--- src/sv/ebg_pkg.sv ---
`timescale 1ns / 1ps
`default_nettype none
// ============================================================================
// ebg_pkg: shared constants and types of the epsilon-greedy bandit unit
// Widths, register indexes and the controller/datapath command bundles.
// ============================================================================
package ebg_pkg;

    // Arm set and count sizing
    localparam int NUM_ARMS   = 4;
    localparam int COUNT_BITS = 16;
    localparam int ARM_W      = 2;
    localparam int ARM_CMP_W  = ARM_W + 1;
    localparam int IDX_W      = (NUM_ARMS > 2) ? $clog2(NUM_ARMS) : 1;

    // Field widths
    localparam int EPS_W      = 16;
    localparam int WARM_W     = 8;
    localparam int SEEN_W     = 8;
    localparam int REWARD_W   = 32;
    localparam int CNT_OUT_W  = 16;
    localparam int CNT_EXT_W  = (COUNT_BITS > CNT_OUT_W) ? COUNT_BITS : CNT_OUT_W;
    localparam int RAND_W     = EPS_W + ARM_W;

    // Divider sizing: magnitude of a 33-bit difference, signed quotient
    localparam int DIVIDEND_W = REWARD_W + 1;
    localparam int QUO_W      = DIVIDEND_W + 1;
    localparam int DIV_CNT_W  = $clog2(DIVIDEND_W + 1);

    localparam logic [SEEN_W-1:0] SEEN_MAX = {SEEN_W{1'b1}};

    // Configuration port
    localparam int PADDR_W = 3;
    localparam int PDATA_W = 32;
    localparam logic [EPS_W-1:0]  EPS_RESET  = 16'd6554;
    localparam logic [WARM_W-1:0] WARM_RESET = 8'd5;

    typedef enum logic [0:0] {
        REG_EPSILON = 1'b0,
        REG_WARMUP  = 1'b1
    } reg_idx_t;

    typedef struct packed {
        logic load;
        logic exec;
        logic write_est;
        logic emit;
    } ebg_cmd_t;

    typedef struct packed {
        logic need_div;
        logic div_done;
    } ebg_status_t;

endpackage
`default_nettype wire

--- src/sv/ebg_div.sv ---
`timescale 1ns / 1ps
`default_nettype none
// ============================================================================
// ebg_div: serial restoring divider
// Divides an unsigned magnitude by the arm count, one quotient bit a cycle,
// and applies the sign so the quotient truncates toward zero.
// ============================================================================
module ebg_div (
    input  wire logic                                  clk,
    input  wire logic                                  rst_n,
    input  wire logic                                  start,
    input  wire logic [ebg_pkg::DIVIDEND_W-1:0]        dividend_mag,
    input  wire logic                                  negate,
    input  wire logic [ebg_pkg::COUNT_BITS-1:0]        divisor,
    output logic                                       busy,
    output logic                                       done,
    output logic signed [ebg_pkg::QUO_W-1:0]           quotient
);

    logic                                  busy_reg;
    logic                                  done_reg;
    logic [ebg_pkg::DIV_CNT_W-1:0]         step_reg;
    logic [ebg_pkg::COUNT_BITS-1:0]        rem_reg;
    logic [ebg_pkg::DIVIDEND_W-1:0]        quo_reg;
    logic [ebg_pkg::COUNT_BITS-1:0]        dsr_reg;
    logic                                  neg_reg;

    logic [ebg_pkg::COUNT_BITS:0]          rem_shift;
    logic [ebg_pkg::COUNT_BITS:0]          rem_sub;
    logic                                  q_bit;
    logic [ebg_pkg::COUNT_BITS-1:0]        rem_next;
    logic [ebg_pkg::QUO_W-1:0]             quo_ext;

    always_comb
    begin
        rem_shift = {rem_reg, quo_reg[ebg_pkg::DIVIDEND_W-1]};
        rem_sub   = rem_shift - {1'b0, dsr_reg};
        q_bit     = (rem_shift >= {1'b0, dsr_reg});
        rem_next  = q_bit ? rem_sub[ebg_pkg::COUNT_BITS-1:0]
                          : rem_shift[ebg_pkg::COUNT_BITS-1:0];
        quo_ext   = {1'b0, quo_reg};
    end

    // Step counter and handshake
    always_ff @(posedge clk or negedge rst_n)
    begin
        if (!rst_n)
        begin
            busy_reg <= 1'b0;
            done_reg <= 1'b0;
            step_reg <= '0;
        end
        else
        begin
            done_reg <= 1'b0;
            if (start)
            begin
                busy_reg <= 1'b1;
                step_reg <= ebg_pkg::DIV_CNT_W'(ebg_pkg::DIVIDEND_W);
            end
            else if (busy_reg)
            begin
                step_reg <= step_reg - ebg_pkg::DIV_CNT_W'(1);
                if (step_reg == ebg_pkg::DIV_CNT_W'(1))
                begin
                    busy_reg <= 1'b0;
                    done_reg <= 1'b1;
                end
            end
        end
    end

    // Partial remainder and quotient shift
    always_ff @(posedge clk)
    begin
        if (start)
        begin
            rem_reg <= '0;
            quo_reg <= dividend_mag;
            dsr_reg <= divisor;
            neg_reg <= negate;
        end
        else if (busy_reg)
        begin
            rem_reg <= rem_next;
            quo_reg <= {quo_reg[ebg_pkg::DIVIDEND_W-2:0], q_bit};
        end
    end

    assign busy     = busy_reg;
    assign done     = done_reg;
    assign quotient = neg_reg ? $signed(-quo_ext) : $signed(quo_ext);

endmodule
`default_nettype wire

--- src/sv/ebg_ctrl.sv ---
`timescale 1ns / 1ps
`default_nettype none
// ============================================================================
// ebg_ctrl: bandit sequencer
// Steps each item through decode, optional division and result hand-off.
// ============================================================================
module ebg_ctrl (
    input  wire logic                clk,
    input  wire logic                rst_n,
    input  wire logic                in_valid,
    output logic                     in_ready,
    output logic                     out_valid,
    input  wire logic                out_ready,
    input  wire ebg_pkg::ebg_status_t status,
    output ebg_pkg::ebg_cmd_t        cmd
);

    typedef enum logic [1:0] {
        ST_IDLE,
        ST_EXEC,
        ST_DIV,
        ST_EMIT
    } state_t;

    state_t state_reg;
    state_t state_next;
    logic   out_valid_reg;
    logic   out_valid_next;

    always_comb
    begin
        cmd.load      = in_valid && (state_reg == ST_IDLE);
        cmd.exec      = (state_reg == ST_EXEC);
        cmd.write_est = (state_reg == ST_DIV) && status.div_done;
        cmd.emit      = (state_reg == ST_EMIT) && (!out_valid_reg || out_ready);
    end

    always_comb
    begin
        state_next     = state_reg;
        out_valid_next = out_valid_reg;
        if (out_ready)
        begin
            out_valid_next = 1'b0;
        end
        unique case (state_reg)
            ST_IDLE:
            begin
                if (in_valid)
                begin
                    state_next = ST_EXEC;
                end
            end
            ST_EXEC:
            begin
                state_next = status.need_div ? ST_DIV : ST_EMIT;
            end
            ST_DIV:
            begin
                if (status.div_done)
                begin
                    state_next = ST_EMIT;
                end
            end
            ST_EMIT:
            begin
                if (cmd.emit)
                begin
                    out_valid_next = 1'b1;
                    state_next     = ST_IDLE;
                end
            end
            default:
            begin
                state_next = ST_IDLE;
            end
        endcase
    end

    always_ff @(posedge clk or negedge rst_n)
    begin
        if (!rst_n)
        begin
            state_reg     <= ST_IDLE;
            out_valid_reg <= 1'b0;
        end
        else
        begin
            state_reg     <= state_next;
            out_valid_reg <= out_valid_next;
        end
    end

    assign in_ready  = (state_reg == ST_IDLE);
    assign out_valid = out_valid_reg;

endmodule
`default_nettype wire

--- src/sv/ebg_datapath.sv ---
`timescale 1ns / 1ps
`default_nettype none
// ============================================================================
// ebg_datapath: estimate and count storage, arm choice and update arithmetic
// Holds the per-arm state, the captured item and the output register.
// ============================================================================
module ebg_datapath (
    input  wire logic                                 clk,
    input  wire logic                                 rst_n,
    input  wire ebg_pkg::ebg_cmd_t                    cmd,
    output ebg_pkg::ebg_status_t                      status,
    input  wire logic [ebg_pkg::EPS_W-1:0]            epsilon_threshold,
    input  wire logic [ebg_pkg::WARM_W-1:0]           warmup_updates,
    input  wire logic                                 req_type,
    input  wire logic [ebg_pkg::EPS_W-1:0]            explore_draw,
    input  wire logic [ebg_pkg::EPS_W-1:0]            tie_draw,
    input  wire logic [ebg_pkg::ARM_W-1:0]            chosen_arm,
    input  wire logic signed [ebg_pkg::REWARD_W-1:0]  reward_value,
    output logic [ebg_pkg::ARM_W-1:0]                 arm,
    output logic                                      explored,
    output logic signed [ebg_pkg::REWARD_W-1:0]       estimate,
    output logic [ebg_pkg::CNT_OUT_W-1:0]             pull_count,
    output logic                                      skipped
);

    // Per-arm state
    logic signed [ebg_pkg::REWARD_W-1:0]   est_reg [ebg_pkg::NUM_ARMS];
    logic [ebg_pkg::COUNT_BITS-1:0]        cnt_reg [ebg_pkg::NUM_ARMS];
    logic [ebg_pkg::SEEN_W-1:0]            seen_reg;

    // Captured item
    logic                                  req_reg;
    logic [ebg_pkg::EPS_W-1:0]             edraw_reg;
    logic [ebg_pkg::EPS_W-1:0]             tdraw_reg;
    logic [ebg_pkg::ARM_W-1:0]             carm_reg;
    logic signed [ebg_pkg::REWARD_W-1:0]   reward_reg;

    // Decision of the current item
    logic [ebg_pkg::ARM_W-1:0]             sel_arm_reg;
    logic                                  sel_explored_reg;
    logic                                  sel_skipped_reg;
    logic                                  sel_oob_reg;

    // Output register
    logic [ebg_pkg::ARM_W-1:0]             out_arm_reg;
    logic                                  out_explored_reg;
    logic signed [ebg_pkg::REWARD_W-1:0]   out_est_reg;
    logic [ebg_pkg::CNT_OUT_W-1:0]         out_cnt_reg;
    logic                                  out_skipped_reg;

    logic                                  is_best;
    logic                                  found;
    logic [ebg_pkg::ARM_W-1:0]             best_arm;
    logic                                  exploit;
    logic [ebg_pkg::RAND_W-1:0]            rand_prod;
    logic [ebg_pkg::ARM_W-1:0]             rand_arm;
    logic [ebg_pkg::ARM_W-1:0]             pick_arm;
    logic                                  pick_explored;

    logic                                  carm_oob;
    logic                                  in_warmup;
    logic [ebg_pkg::SEEN_W-1:0]            seen_inc;

    logic [ebg_pkg::ARM_W-1:0]             rd_arm;
    logic [ebg_pkg::IDX_W-1:0]             rd_idx;
    logic signed [ebg_pkg::REWARD_W-1:0]   rd_est;
    logic [ebg_pkg::COUNT_BITS-1:0]        rd_cnt;
    logic [ebg_pkg::COUNT_BITS-1:0]        cnt_inc;
    logic [ebg_pkg::CNT_EXT_W-1:0]         cnt_ext;
    logic [ebg_pkg::CNT_OUT_W-1:0]         cnt_shown;

    logic signed [ebg_pkg::DIVIDEND_W-1:0] diff;
    logic [ebg_pkg::DIVIDEND_W-1:0]        diff_neg;
    logic [ebg_pkg::DIVIDEND_W-1:0]        diff_mag;
    logic                                  div_start;
    logic                                  div_busy;
    logic                                  div_done;
    logic signed [ebg_pkg::QUO_W-1:0]      quotient;
    logic signed [ebg_pkg::QUO_W-1:0]      est_sum;

    // Strict maximum over the estimates
    always_comb
    begin
        found    = 1'b0;
        best_arm = '0;
        is_best  = 1'b0;
        for (int i = 0; i < ebg_pkg::NUM_ARMS; i++)
        begin
            is_best = 1'b1;
            for (int j = 0; j < ebg_pkg::NUM_ARMS; j++)
            begin
                if ((j != i) && !(est_reg[i] > est_reg[j]))
                begin
                    is_best = 1'b0;
                end
            end
            if (is_best && !found)
            begin
                found    = 1'b1;
                best_arm = ebg_pkg::ARM_W'(i);
            end
        end
    end

    always_comb
    begin
        exploit       = (edraw_reg > epsilon_threshold);
        rand_prod     = ebg_pkg::RAND_W'(tdraw_reg) * ebg_pkg::RAND_W'(ebg_pkg::NUM_ARMS);
        rand_arm      = rand_prod[ebg_pkg::RAND_W-1:ebg_pkg::EPS_W];
        pick_explored = !(exploit && found);
        pick_arm      = pick_explored ? rand_arm : best_arm;

        carm_oob  = ({1'b0, carm_reg} >= ebg_pkg::ARM_CMP_W'(ebg_pkg::NUM_ARMS));
        in_warmup = (seen_reg < warmup_updates);
        seen_inc  = (seen_reg == ebg_pkg::SEEN_MAX) ? seen_reg
                                                    : seen_reg + ebg_pkg::SEEN_W'(1);
    end

    // Single read port into the arm state: captured arm while deciding,
    // decided arm afterwards
    always_comb
    begin
        rd_arm  = cmd.exec ? carm_reg : sel_arm_reg;
        rd_idx  = rd_arm[ebg_pkg::IDX_W-1:0];
        rd_est  = est_reg[rd_idx];
        rd_cnt  = cnt_reg[rd_idx];
        cnt_inc = (rd_cnt == {ebg_pkg::COUNT_BITS{1'b1}}) ? rd_cnt
                                                          : rd_cnt + ebg_pkg::COUNT_BITS'(1);
        cnt_ext   = ebg_pkg::CNT_EXT_W'(rd_cnt);
        cnt_shown = (cnt_ext > ebg_pkg::CNT_EXT_W'({ebg_pkg::CNT_OUT_W{1'b1}}))
                    ? {ebg_pkg::CNT_OUT_W{1'b1}} : cnt_ext[ebg_pkg::CNT_OUT_W-1:0];
    end

    always_comb
    begin
        diff     = $signed({reward_reg[ebg_pkg::REWARD_W-1], reward_reg})
                 - $signed({rd_est[ebg_pkg::REWARD_W-1], rd_est});
        diff_neg = -diff;
        diff_mag = diff[ebg_pkg::DIVIDEND_W-1] ? diff_neg : diff;
        est_sum  = $signed({{(ebg_pkg::QUO_W - ebg_pkg::REWARD_W){rd_est[ebg_pkg::REWARD_W-1]}},
                            rd_est}) + quotient;
    end

    assign status.need_div = req_reg && !carm_oob && !in_warmup;
    assign status.div_done = div_done;
    assign div_start       = cmd.exec && status.need_div;

    ebg_div u_div (
        .clk          (clk),
        .rst_n        (rst_n),
        .start        (div_start),
        .dividend_mag (diff_mag),
        .negate       (diff[ebg_pkg::DIVIDEND_W-1]),
        .divisor      (cnt_inc),
        .busy         (div_busy),
        .done         (div_done),
        .quotient     (quotient)
    );

    // Arm state
    always_ff @(posedge clk or negedge rst_n)
    begin
        if (!rst_n)
        begin
            for (int i = 0; i < ebg_pkg::NUM_ARMS; i++)
            begin
                est_reg[i] <= '0;
                cnt_reg[i] <= '0;
            end
            seen_reg <= '0;
        end
        else
        begin
            if (cmd.exec && req_reg && !carm_oob)
            begin
                seen_reg <= seen_inc;
                if (!in_warmup)
                begin
                    cnt_reg[rd_idx] <= cnt_inc;
                end
            end
            if (cmd.write_est)
            begin
                est_reg[rd_idx] <= est_sum[ebg_pkg::REWARD_W-1:0];
            end
        end
    end

    // Item capture, decision and output payload
    always_ff @(posedge clk)
    begin
        if (cmd.load)
        begin
            req_reg    <= req_type;
            edraw_reg  <= explore_draw;
            tdraw_reg  <= tie_draw;
            carm_reg   <= chosen_arm;
            reward_reg <= reward_value;
        end
        if (cmd.exec)
        begin
            if (!req_reg)
            begin
                sel_arm_reg      <= pick_arm;
                sel_explored_reg <= pick_explored;
                sel_skipped_reg  <= 1'b0;
                sel_oob_reg      <= 1'b0;
            end
            else
            begin
                sel_arm_reg      <= carm_reg;
                sel_explored_reg <= 1'b0;
                sel_skipped_reg  <= !carm_oob && in_warmup;
                sel_oob_reg      <= carm_oob;
            end
        end
        if (cmd.emit)
        begin
            out_arm_reg      <= sel_arm_reg;
            out_explored_reg <= sel_explored_reg;
            out_skipped_reg  <= sel_skipped_reg;
            out_est_reg      <= sel_oob_reg ? '0 : rd_est;
            out_cnt_reg      <= sel_oob_reg ? '0 : cnt_shown;
        end
    end

    assign arm        = out_arm_reg;
    assign explored   = out_explored_reg;
    assign estimate   = out_est_reg;
    assign pull_count = out_cnt_reg;
    assign skipped    = out_skipped_reg;

    a_div_start_idle: assert property (@(posedge clk) disable iff (!rst_n)
        div_start |-> !div_busy)
        else $error("divider restarted while busy");

    a_seen_monotonic: assert property (@(posedge clk) disable iff (!rst_n)
        1'b1 |=> (seen_reg >= $past(seen_reg)))
        else $error("update counter went backwards");

    a_write_after_div: assert property (@(posedge clk) disable iff (!rst_n)
        cmd.write_est |-> (req_reg && !sel_oob_reg && !sel_skipped_reg))
        else $error("estimate written for an item that needs no update");

    a_decision_flags: assert property (@(posedge clk) disable iff (!rst_n)
        cmd.emit |-> !(sel_explored_reg && sel_skipped_reg))
        else $error("result both explored and skipped");

endmodule
`default_nettype wire

--- src/sv/epsilon_greedy_bandit_unit.sv ---
`timescale 1ns / 1ps
`default_nettype none
// Flow: a select item, an ignored update or a warmup update goes from decode to the output
//   register; a counted update first passes through the 33-step serial divider (one quotient
//   bit a cycle). A new item is accepted only after the last one has been handed to the
//   output register, and a stalled result register holds off the next beat.
// Reset: rst_n clears estimates, counts, the update counter and the control state, and
//   loads epsilon_threshold = 6554 and warmup_updates = 5.
// ============================================================================
// epsilon_greedy_bandit_unit: four-armed epsilon-greedy bandit, sample average
// Picks an arm by explore draw, strict maximum or tie draw, and folds Q16.16
// rewards into per-arm running means. Configuration through an APB-style port.
// ============================================================================
module epsilon_greedy_bandit_unit (
    input  wire logic                                 clk,
    input  wire logic                                 rst_n,
    // Configuration port
    input  wire logic                                 psel,
    input  wire logic                                 penable,
    input  wire logic                                 pwrite,
    input  wire logic [ebg_pkg::PADDR_W-1:0]          paddr,
    input  wire logic [ebg_pkg::PDATA_W-1:0]          pwdata,
    output logic [ebg_pkg::PDATA_W-1:0]               prdata,
    output logic                                      pready,
    // Request channel
    input  wire logic                                 in_valid,
    output logic                                      in_ready,
    input  wire logic                                 req_type,
    input  wire logic [ebg_pkg::EPS_W-1:0]            explore_draw,
    input  wire logic [ebg_pkg::EPS_W-1:0]            tie_draw,
    input  wire logic [ebg_pkg::ARM_W-1:0]            chosen_arm,
    input  wire logic signed [ebg_pkg::REWARD_W-1:0]  reward_value,
    // Result channel
    output logic                                      out_valid,
    input  wire logic                                 out_ready,
    output logic [ebg_pkg::ARM_W-1:0]                 arm,
    output logic                                      explored,
    output logic signed [ebg_pkg::REWARD_W-1:0]       estimate,
    output logic [ebg_pkg::CNT_OUT_W-1:0]             pull_count,
    output logic                                      skipped
);

    logic [ebg_pkg::EPS_W-1:0]  eps_reg;
    logic [ebg_pkg::WARM_W-1:0] warm_reg;
    logic                       cfg_write;
    ebg_pkg::reg_idx_t          cfg_idx;

    ebg_pkg::ebg_cmd_t          cmd;
    ebg_pkg::ebg_status_t       status;

    // Register map: epsilon at byte 0, warmup at byte 4. Only bit 2 of the
    // address selects; the port never stalls.
    assign pready    = 1'b1;
    assign cfg_write = psel && penable && pwrite && pready;
    assign cfg_idx   = ebg_pkg::reg_idx_t'(paddr[2]);

    always_ff @(posedge clk or negedge rst_n)
    begin
        if (!rst_n)
        begin
            eps_reg  <= ebg_pkg::EPS_RESET;
            warm_reg <= ebg_pkg::WARM_RESET;
        end
        else if (cfg_write)
        begin
            unique case (cfg_idx)
                ebg_pkg::REG_EPSILON: eps_reg  <= pwdata[ebg_pkg::EPS_W-1:0];
                ebg_pkg::REG_WARMUP:  warm_reg <= pwdata[ebg_pkg::WARM_W-1:0];
                default:              eps_reg  <= eps_reg;
            endcase
        end
    end

    // Read back zero-extended register contents
    always_comb
    begin
        unique case (cfg_idx)
            ebg_pkg::REG_EPSILON: prdata = ebg_pkg::PDATA_W'(eps_reg);
            ebg_pkg::REG_WARMUP:  prdata = ebg_pkg::PDATA_W'(warm_reg);
            default:              prdata = '0;
        endcase
    end

    // Sequencer: accept a beat when idle, decide, divide if the update counts,
    // then hand the result to the output register once it is free.
    ebg_ctrl u_ctrl (
        .clk       (clk),
        .rst_n     (rst_n),
        .in_valid  (in_valid),
        .in_ready  (in_ready),
        .out_valid (out_valid),
        .out_ready (out_ready),
        .status    (status),
        .cmd       (cmd)
    );

    // Datapath: arm state, arm choice, divider and the output payload register
    ebg_datapath u_datapath (
        .clk               (clk),
        .rst_n             (rst_n),
        .cmd               (cmd),
        .status            (status),
        .epsilon_threshold (eps_reg),
        .warmup_updates    (warm_reg),
        .req_type          (req_type),
        .explore_draw      (explore_draw),
        .tie_draw          (tie_draw),
        .chosen_arm        (chosen_arm),
        .reward_value      (reward_value),
        .arm               (arm),
        .explored          (explored),
        .estimate          (estimate),
        .pull_count        (pull_count),
        .skipped           (skipped)
    );

endmodule
`default_nettype wire

--- config.mk ---
export PLATFORM = sky130hd
export DESIGN_NAME = epsilon_greedy_bandit_unit
export DESIGN_NICKNAME = d
export VERILOG_FILES = /design/src/sv/ebg_pkg.sv /design/src/sv/ebg_div.sv /design/src/sv/ebg_ctrl.sv /design/src/sv/ebg_datapath.sv /design/src/sv/epsilon_greedy_bandit_unit.sv
export SDC_FILE = /design/constraint.sdc
export NUM_CORES = 1
export LEC_CHECK = 0
export ABC_AREA = 1
export BUFFER_PORTS_ARGS = -buffer_cell sky130_fd_sc_hd__buf_4
export CAP_MARGIN = 20
export CORE_MARGIN = 5
export CORE_UTILIZATION = 50
export CTS_CLUSTER_SIZE = 10
export DETAILED_ROUTE_END_ITERATION = 10
export PLACE_DENSITY = 0.68
export SYNTH_ARGS = -nofsm -noshare
export SYNTH_HDL_FRONTEND = slang
export SYNTH_SLANG_ARGS = --single-unit
--- constraint.sdc ---
create_clock -name clk -period 12.45 [get_ports clk]
set_clock_uncertainty 0.1 [all_clocks]
set_input_delay 1.8675 -clock clk [delete_from_list [all_inputs] [get_ports clk]]
set_output_delay 1.8675 -clock clk [all_outputs]
set_load 0.02 [all_outputs]
# --- Word-level counts from Yosys, hierarchy flattened ---
# Cells that the tools add are included.
totals:
  in_bits: 109
  reg_bits: 424
  word_cells: 156
op_classes:
  n_reduce_logical: 27
  n_mux: 57
  n_lt_le_gt_ge: 18
  n_eq_ne: 9
  add_sub_neg: 8
  bitwise_logic: 4
ops:
  columns: ["operator", "count"]
  rows:
  - ["> comparator 32 bit", 12]
  - ["bitwise mux 128 bit", 1]
  - ["two-way mux 32 bit", 4]
  - ["two-way mux 33 bit", 3]
  - ["two-way mux 16 bit", 5]
  - ["binary-select mux 32 bit (select 2 bit)", 1]
  - ["bitwise mux 64 bit", 1]
  - ["demux 32 bit (select 2 bit)", 1]
  - ["case mux 32 bit (2 select lines)", 1]
  - ["negator 33 bit", 1]
  - ["subtractor 32 x 32 -> 33 bit", 1]
  - ["adder 32 bit", 1]
  - ["binary-select mux 16 bit (select 2 bit)", 1]
  - ["demux 16 bit (select 2 bit)", 1]
  - ["negator 32 bit", 1]
  - ["two-way mux 1 bit", 27]
  - ["greater-or-equal comparator 17 x 16 -> 1 bit", 1]
  - ["adder 16 x 1 -> 16 bit (second input constant)", 1]
  - ["== test 16 bit (second input constant)", 1]
  - ["> comparator 16 bit", 1]
  - ["> comparator 16 bit (second input constant)", 1]
  - ["two-way mux 2 bit", 8]
  - ["subtractor 16 bit", 1]
  - ["logical AND 1 bit", 13]
  - ["21 further kinds", 34]

# --- Logic depth before layout (Yosys ltp) ---
depth:
  word_depth: 17
  mapped_depth: 38

# --- Hierarchy ---
# A second synthesis with hierarchy kept.
unflattened:
  hier_cells: 4121
  area_unflattened_um2: 30788.3
by_module_without_submodules:
  columns: ["mod", "n_inst", "area_per_inst_um2", "cells_per_inst", "seq_area_each_um2"]
  rows:
  - ["ebg_datapath", 1, 24030.5, 3219, 8277.9]
  - ["ebg_div", 1, 5170.0, 697, 2021.9]
  - ["epsilon_greedy_bandit_unit", 1, 1328.8, 169, 611.8]
  - ["ebg_ctrl", 1, 259.0, 36, 75.1]

# --- Least setup slack after synthesis ---
# Ideal clock, no wire load.
synth_timing:
  path_type: "flip-flop to flip-flop"
  startpoint: "register u_ctrl.state_reg[1]"
  endpoint: "register u_datapath.est_reg[31] (netlist name)"
  synth_period_minus_slack_ns: 5.081
  stages_incl_launch_ff: 34
  arrival_time_ns: 4.864
  t_required_ns: 12.233
  setup_slack_ns: 7.369
  n_path_buf: 5
  path_cell_list: "dfrtp_1 > inv_1 > ha_1 > buf_6 > nand2_1 > o21ai_4 > buf_2 > nor2_4 > inv_2 > buf_2 > clkbuf_1 > clkbuf_1 > o22ai_1 > a21oi_1 > o21a_1 > inv_1 > ha_1 > nand3_1 > nand2_1 > a21oi_1 > o21ai_0 > a21oi_1 > o21ai_0 > nand2_1 > nand3_1 > nand2_1 > o21bai_1 > nand2_1 > nand2_1 > nand3b_1 > nand3b_1 > nand2_1 > nand2_1 > nand2_1"
synth_between:
  elab_chain_len: 8
  elab_cells_between_ends: 15
  classes_between: "1 x add/sub; 2 x order compare; 2 x eq/ne; 7 x mux; 1 x bitwise; 2 x reduce/logical"
synth_rtl:
  columns: ["element", "line", "source"]
  rows:
  - ["start: declaration", "ebg_ctrl.sv:25", "state_t state_reg;"]
  - ["start signal: assignment", "ebg_ctrl.sv:89", "state_reg <= state_next;"]
  - ["== test 2 x 1 -> 1 bit", "ebg_ctrl.sv:33", "cmd.exec = (state_reg == ST_EXEC);"]
  - ["two-way mux 2 bit", "ebg_datapath.sv:123", "rd_arm = cmd.exec ? carm_reg : sel_arm_reg;"]
  - ["NOT 2 -> 3 bit (implied by the code)", "ebg_datapath.sv:125", "rd_est = est_reg[rd_idx];"]
  - ["binary-select mux 32 bit (select 2 bit)", "ebg_datapath.sv:125", null]
  - ["two-way mux 32 bit (implied by the code) (2 in series)", "ebg_datapath.sv:125", null]
  - ["net u_datapath.rd_est (one bit)", "ebg_datapath.sv:66", "logic signed [ebg_pkg::REWARD_W-1:0] rd_est;"]
  - ["adder 32 bit", "ebg_datapath.sv:141", "rd_est}) + quotient;"]
  - ["bitwise mux 128 bit", "ebg_datapath.sv:184", "est_reg[rd_idx] <= est_sum[ebg_pkg::REWARD_W-1:0];"]
  - ["end signal: indexed assignment", "ebg_datapath.sv:184", null]
  - ["end: declaration", "ebg_datapath.sv:27", "logic signed [ebg_pkg::REWARD_W-1:0] est_reg [ebg_pkg::NUM_ARMS];"]
# The timed path passes the listed nets, and every way through them passes these cells. The select of a mux whose other input is x is not followed.
# A chain may end at the register's enable or synchronous reset.

# --- Final worst setup path ---
layout_timing:
  startpoint: "register u_ctrl.state_reg[1]"
  endpoint: "register u_datapath.est_reg[79] (netlist name)"
# The elaborated chain is that of the path after synthesis.

==> results.toml <==
[timing]
hold_violations = 0
fin_crit_sh_pct = 56.63
fmax_mhz = 141.8
hold_ws_ns = 0.3142
relSlewSlack_pct = 18.54
tns_ns = 0
fin_crit_ns = 7.051
rsz0062_at_grt = "no"
setup_violations = 0
drv_slew = 0
worst_pin_slew_ns = 1.222

[flow_run]
maxCapViolCount = 0

[route]
top_layer = "met4"
drc = 0
met3_length_mm = 7.480
routed-wl-met2_mm = 40.63
drt-initial-drc-count = 2507
firstDrtPassIters = 6
vias = 26501
wire_per_inst_um = 19.31
wl_met1_mm = 40.53
via_per_inst = 5.548
final_antenna_net_count = 0
postRouteWirelength_mm = 92.23

[yosys]
synthArstFlopShare_pct = 57.32
yosysSeqAreaShare_pct = 37.10
ys_seq_elements = 410
synth_cell_type_count = 74
synth.avg_cell_area_um2 = 7.733
syn_area_um2 = 29620
syn_inst = 3830
synth_edf_count = 159
synthFlopType = "dfrtp_1"
ys_warn_count = 0

[setup_path]
setup.worst_path.end_class = "flip-flop"
crit_type = "reg -> reg"
start_kind = "flip-flop"
cp_max_fo = 39
r2r_setup_slack_ns = 5.40
critPathLaunch = "u_ctrl.state_reg[1]$_DFFE_PN0P_"
reg2reg_from = "u_ctrl.state_reg[1]$_DFFE_PN0P_"
cp.arrival_ns = 7.41
crit_required_ns = 12.81

[clocking]
clock_path_buffers = 3
cts_tree = "built"
cts_hold_buf = 0
cts_root_buf = "clkbuf_16"
htreeDepth = 2
postCtsSetupRepairBufs = 0
cts.sinks = 410
ctsResizeCount = 0
clkTransAtPathRegs_ns = 0.06
numCtsBuffers = 50
clk_latency_ns = 0.64

[floorplanning]
core_um2 = 58800
initial_core_util_pct = 50.37
pin_count = 196
num_rows = 89
die_area_um2 = 64200
die_width_um = 253.4
die_h_um = 253.4

[min_path]
hp-class = "reg -> reg"
hp-start = "u_datapath.sel_skipped_reg$_SDFFCE_PN0P_"

[power]
p_leak_nw = 15.92
power_density_nw_per_um2 = 269.0
ir_worst_vdd_uv = 247.3

[placed_design]
gp_congestion = 0.9944
portBuffers = 146
dp_hpwl_mm = 70.76

[finish]
largest_reg_flops = 128
drive_gt1_share_pct = 9.965
area_delta_synth_final_pct = 11.18
fin_nets = 4358
antenna_cells = 0
layout_common_cells = "nand2_1 (956), inv_1 (511), nand3_1 (304)"
n_fill_cell = 5633
layout_commonest_cell = "nand2_1"

[grt]
antenna_found_initial = 0
grtUsageTotal_pct = 28.45
grt_pass1_wl_mm = 143.4
grt-ovfl-total = 0
grt_max_degree = 110
grt_pass1_vias = 25401

[outcome]
status = "complete, no violations"
-- cell families (layout without fill, tap and decap cells) --
logic type | Yosys count | after routing | share of synthesized area, %
adders and majority gates | 286 | 286 | 12.16
DFF | 410 | 410 | 37.10
and+or+nand+nor | 1710 | 1710 | 25.75
AOI/OAI and AO/OA | 685 | 685 | 13.16
buffers and inverters | 639 | 798 | 8.758
xor gates and xnor gates | 98 | 98 | 3.050
other | 2 | 17 | 0.02536
-- stage by stage --
step | total power, mW | setup slack (ns) | cells | cell area [um^2] | util (%)
finish | 8.858 | 5.399 | 4777 | 32930 | 56.01
global route | 9.475 | 4.992 | 4777 | 32930 | 56.01
CTS | 8.789 | 5.541 | 4777 | 32930 | 56.01
detailed placement | 7.356 | 5.567 | 4684 | 31380 | 53.36
global placement | 7.318 | 5.641 | 4684 | 31380 | 53.36
floorplan | 5.508 | 7.369 | 3845 | 29670 | -
-- power by group --
group / switching, mW / internal [mW]
clock: 0.608 / 0.793
sequential: 0.224 / 1.76
combinational: 3.86 / 1.61
total: 4.69 / 4.16
-- synthesized netlist by cell type, types with 17 or more instances --
master / instances / area, um^2
a21oi_1: 233 / 1166
buf_4: 24 / 180.2
clkbuf_1: 56 / 210.2
dfrtp_1: 226 / 5655
edfxtp_1: 159 / 4775
ha_1: 283 / 3541
inv_1: 512 / 1922
inv_2: 17 / 63.81
nand2_1: 956 / 3588
nand2_2: 31 / 193.9
nand3_1: 304 / 1521
nand3_2: 21 / 210.2
nand4_1: 61 / 381.6
nor2_1: 214 / 803.3
nor3_1: 35 / 175.2
o21a_1: 26 / 195.2
o21ai_0: 260 / 1301
o21ai_1: 34 / 170.2
o22ai_1: 37 / 231.5
xnor2_1: 31 / 271.5
xor2_1: 61 / 534.3
-- layer usage --
layer,vias up,global-route usage (%)
met2,960,44.72
met4,0,10.21
li1,13054,-
met1,12304,39.38
met3,183,5.598
met5,-,0
-- path summary, 6_finish.rpt --
check | cells after the start | end
worst max-delay path | 23 | u_datapath.est_reg[79]$_DFFE_PN0P_
worst min-delay path | 0 | u_datapath.skipped$_DFFE_PP_
worst max register to register | 23 | u_datapath.est_reg[79]$_DFFE_PN0P_
worst min register to register | 0 | u_datapath.skipped$_DFFE_PP_
max in group asynchronous | 2 | u_datapath.est_reg[28]$_DFFE_PN0P_
min in group asynchronous | 1 | u_datapath.est_reg[25]$_DFFE_PN0P_
-- worst max-delay path, stage by stage (launching register included) --
cell and delay, ns:
dfrtp_1 0.42, inv_1 0.11, ha_1 0.59, inv_6 0.12, nand2_8 0.27, nand2_8 0.24
nand2_4 0.60, o22ai_1 0.15, a221oi_1 0.96, ha_1 0.36, nand3_1 0.09, nand2_1 0.10
a21oi_1 0.08, o21ai_0 0.45, a21oi_1 0.13, o21ai_0 0.47, nand2_1 0.10, nand3_1 0.12
nand2_1 0.12, o21bai_1 0.37, nand2_1 0.10, nand2_1 0.16, xor2_1 0.49, o21ai_0 0.15
-- area by class of cell --
type	instances	area [um^2]	area share, %
repair buffers	170	1284	3.898
clock buffers	85	1443	4.381
flip-flops and latches	410	10990	33.37
inverters	535	2016	6.121
clock inverters	8	111.4	0.3382
well taps	773	967.2	2.937
multi-input cells	2796	16120	48.96
Note: power is estimated with default switching activity, not from simulation.
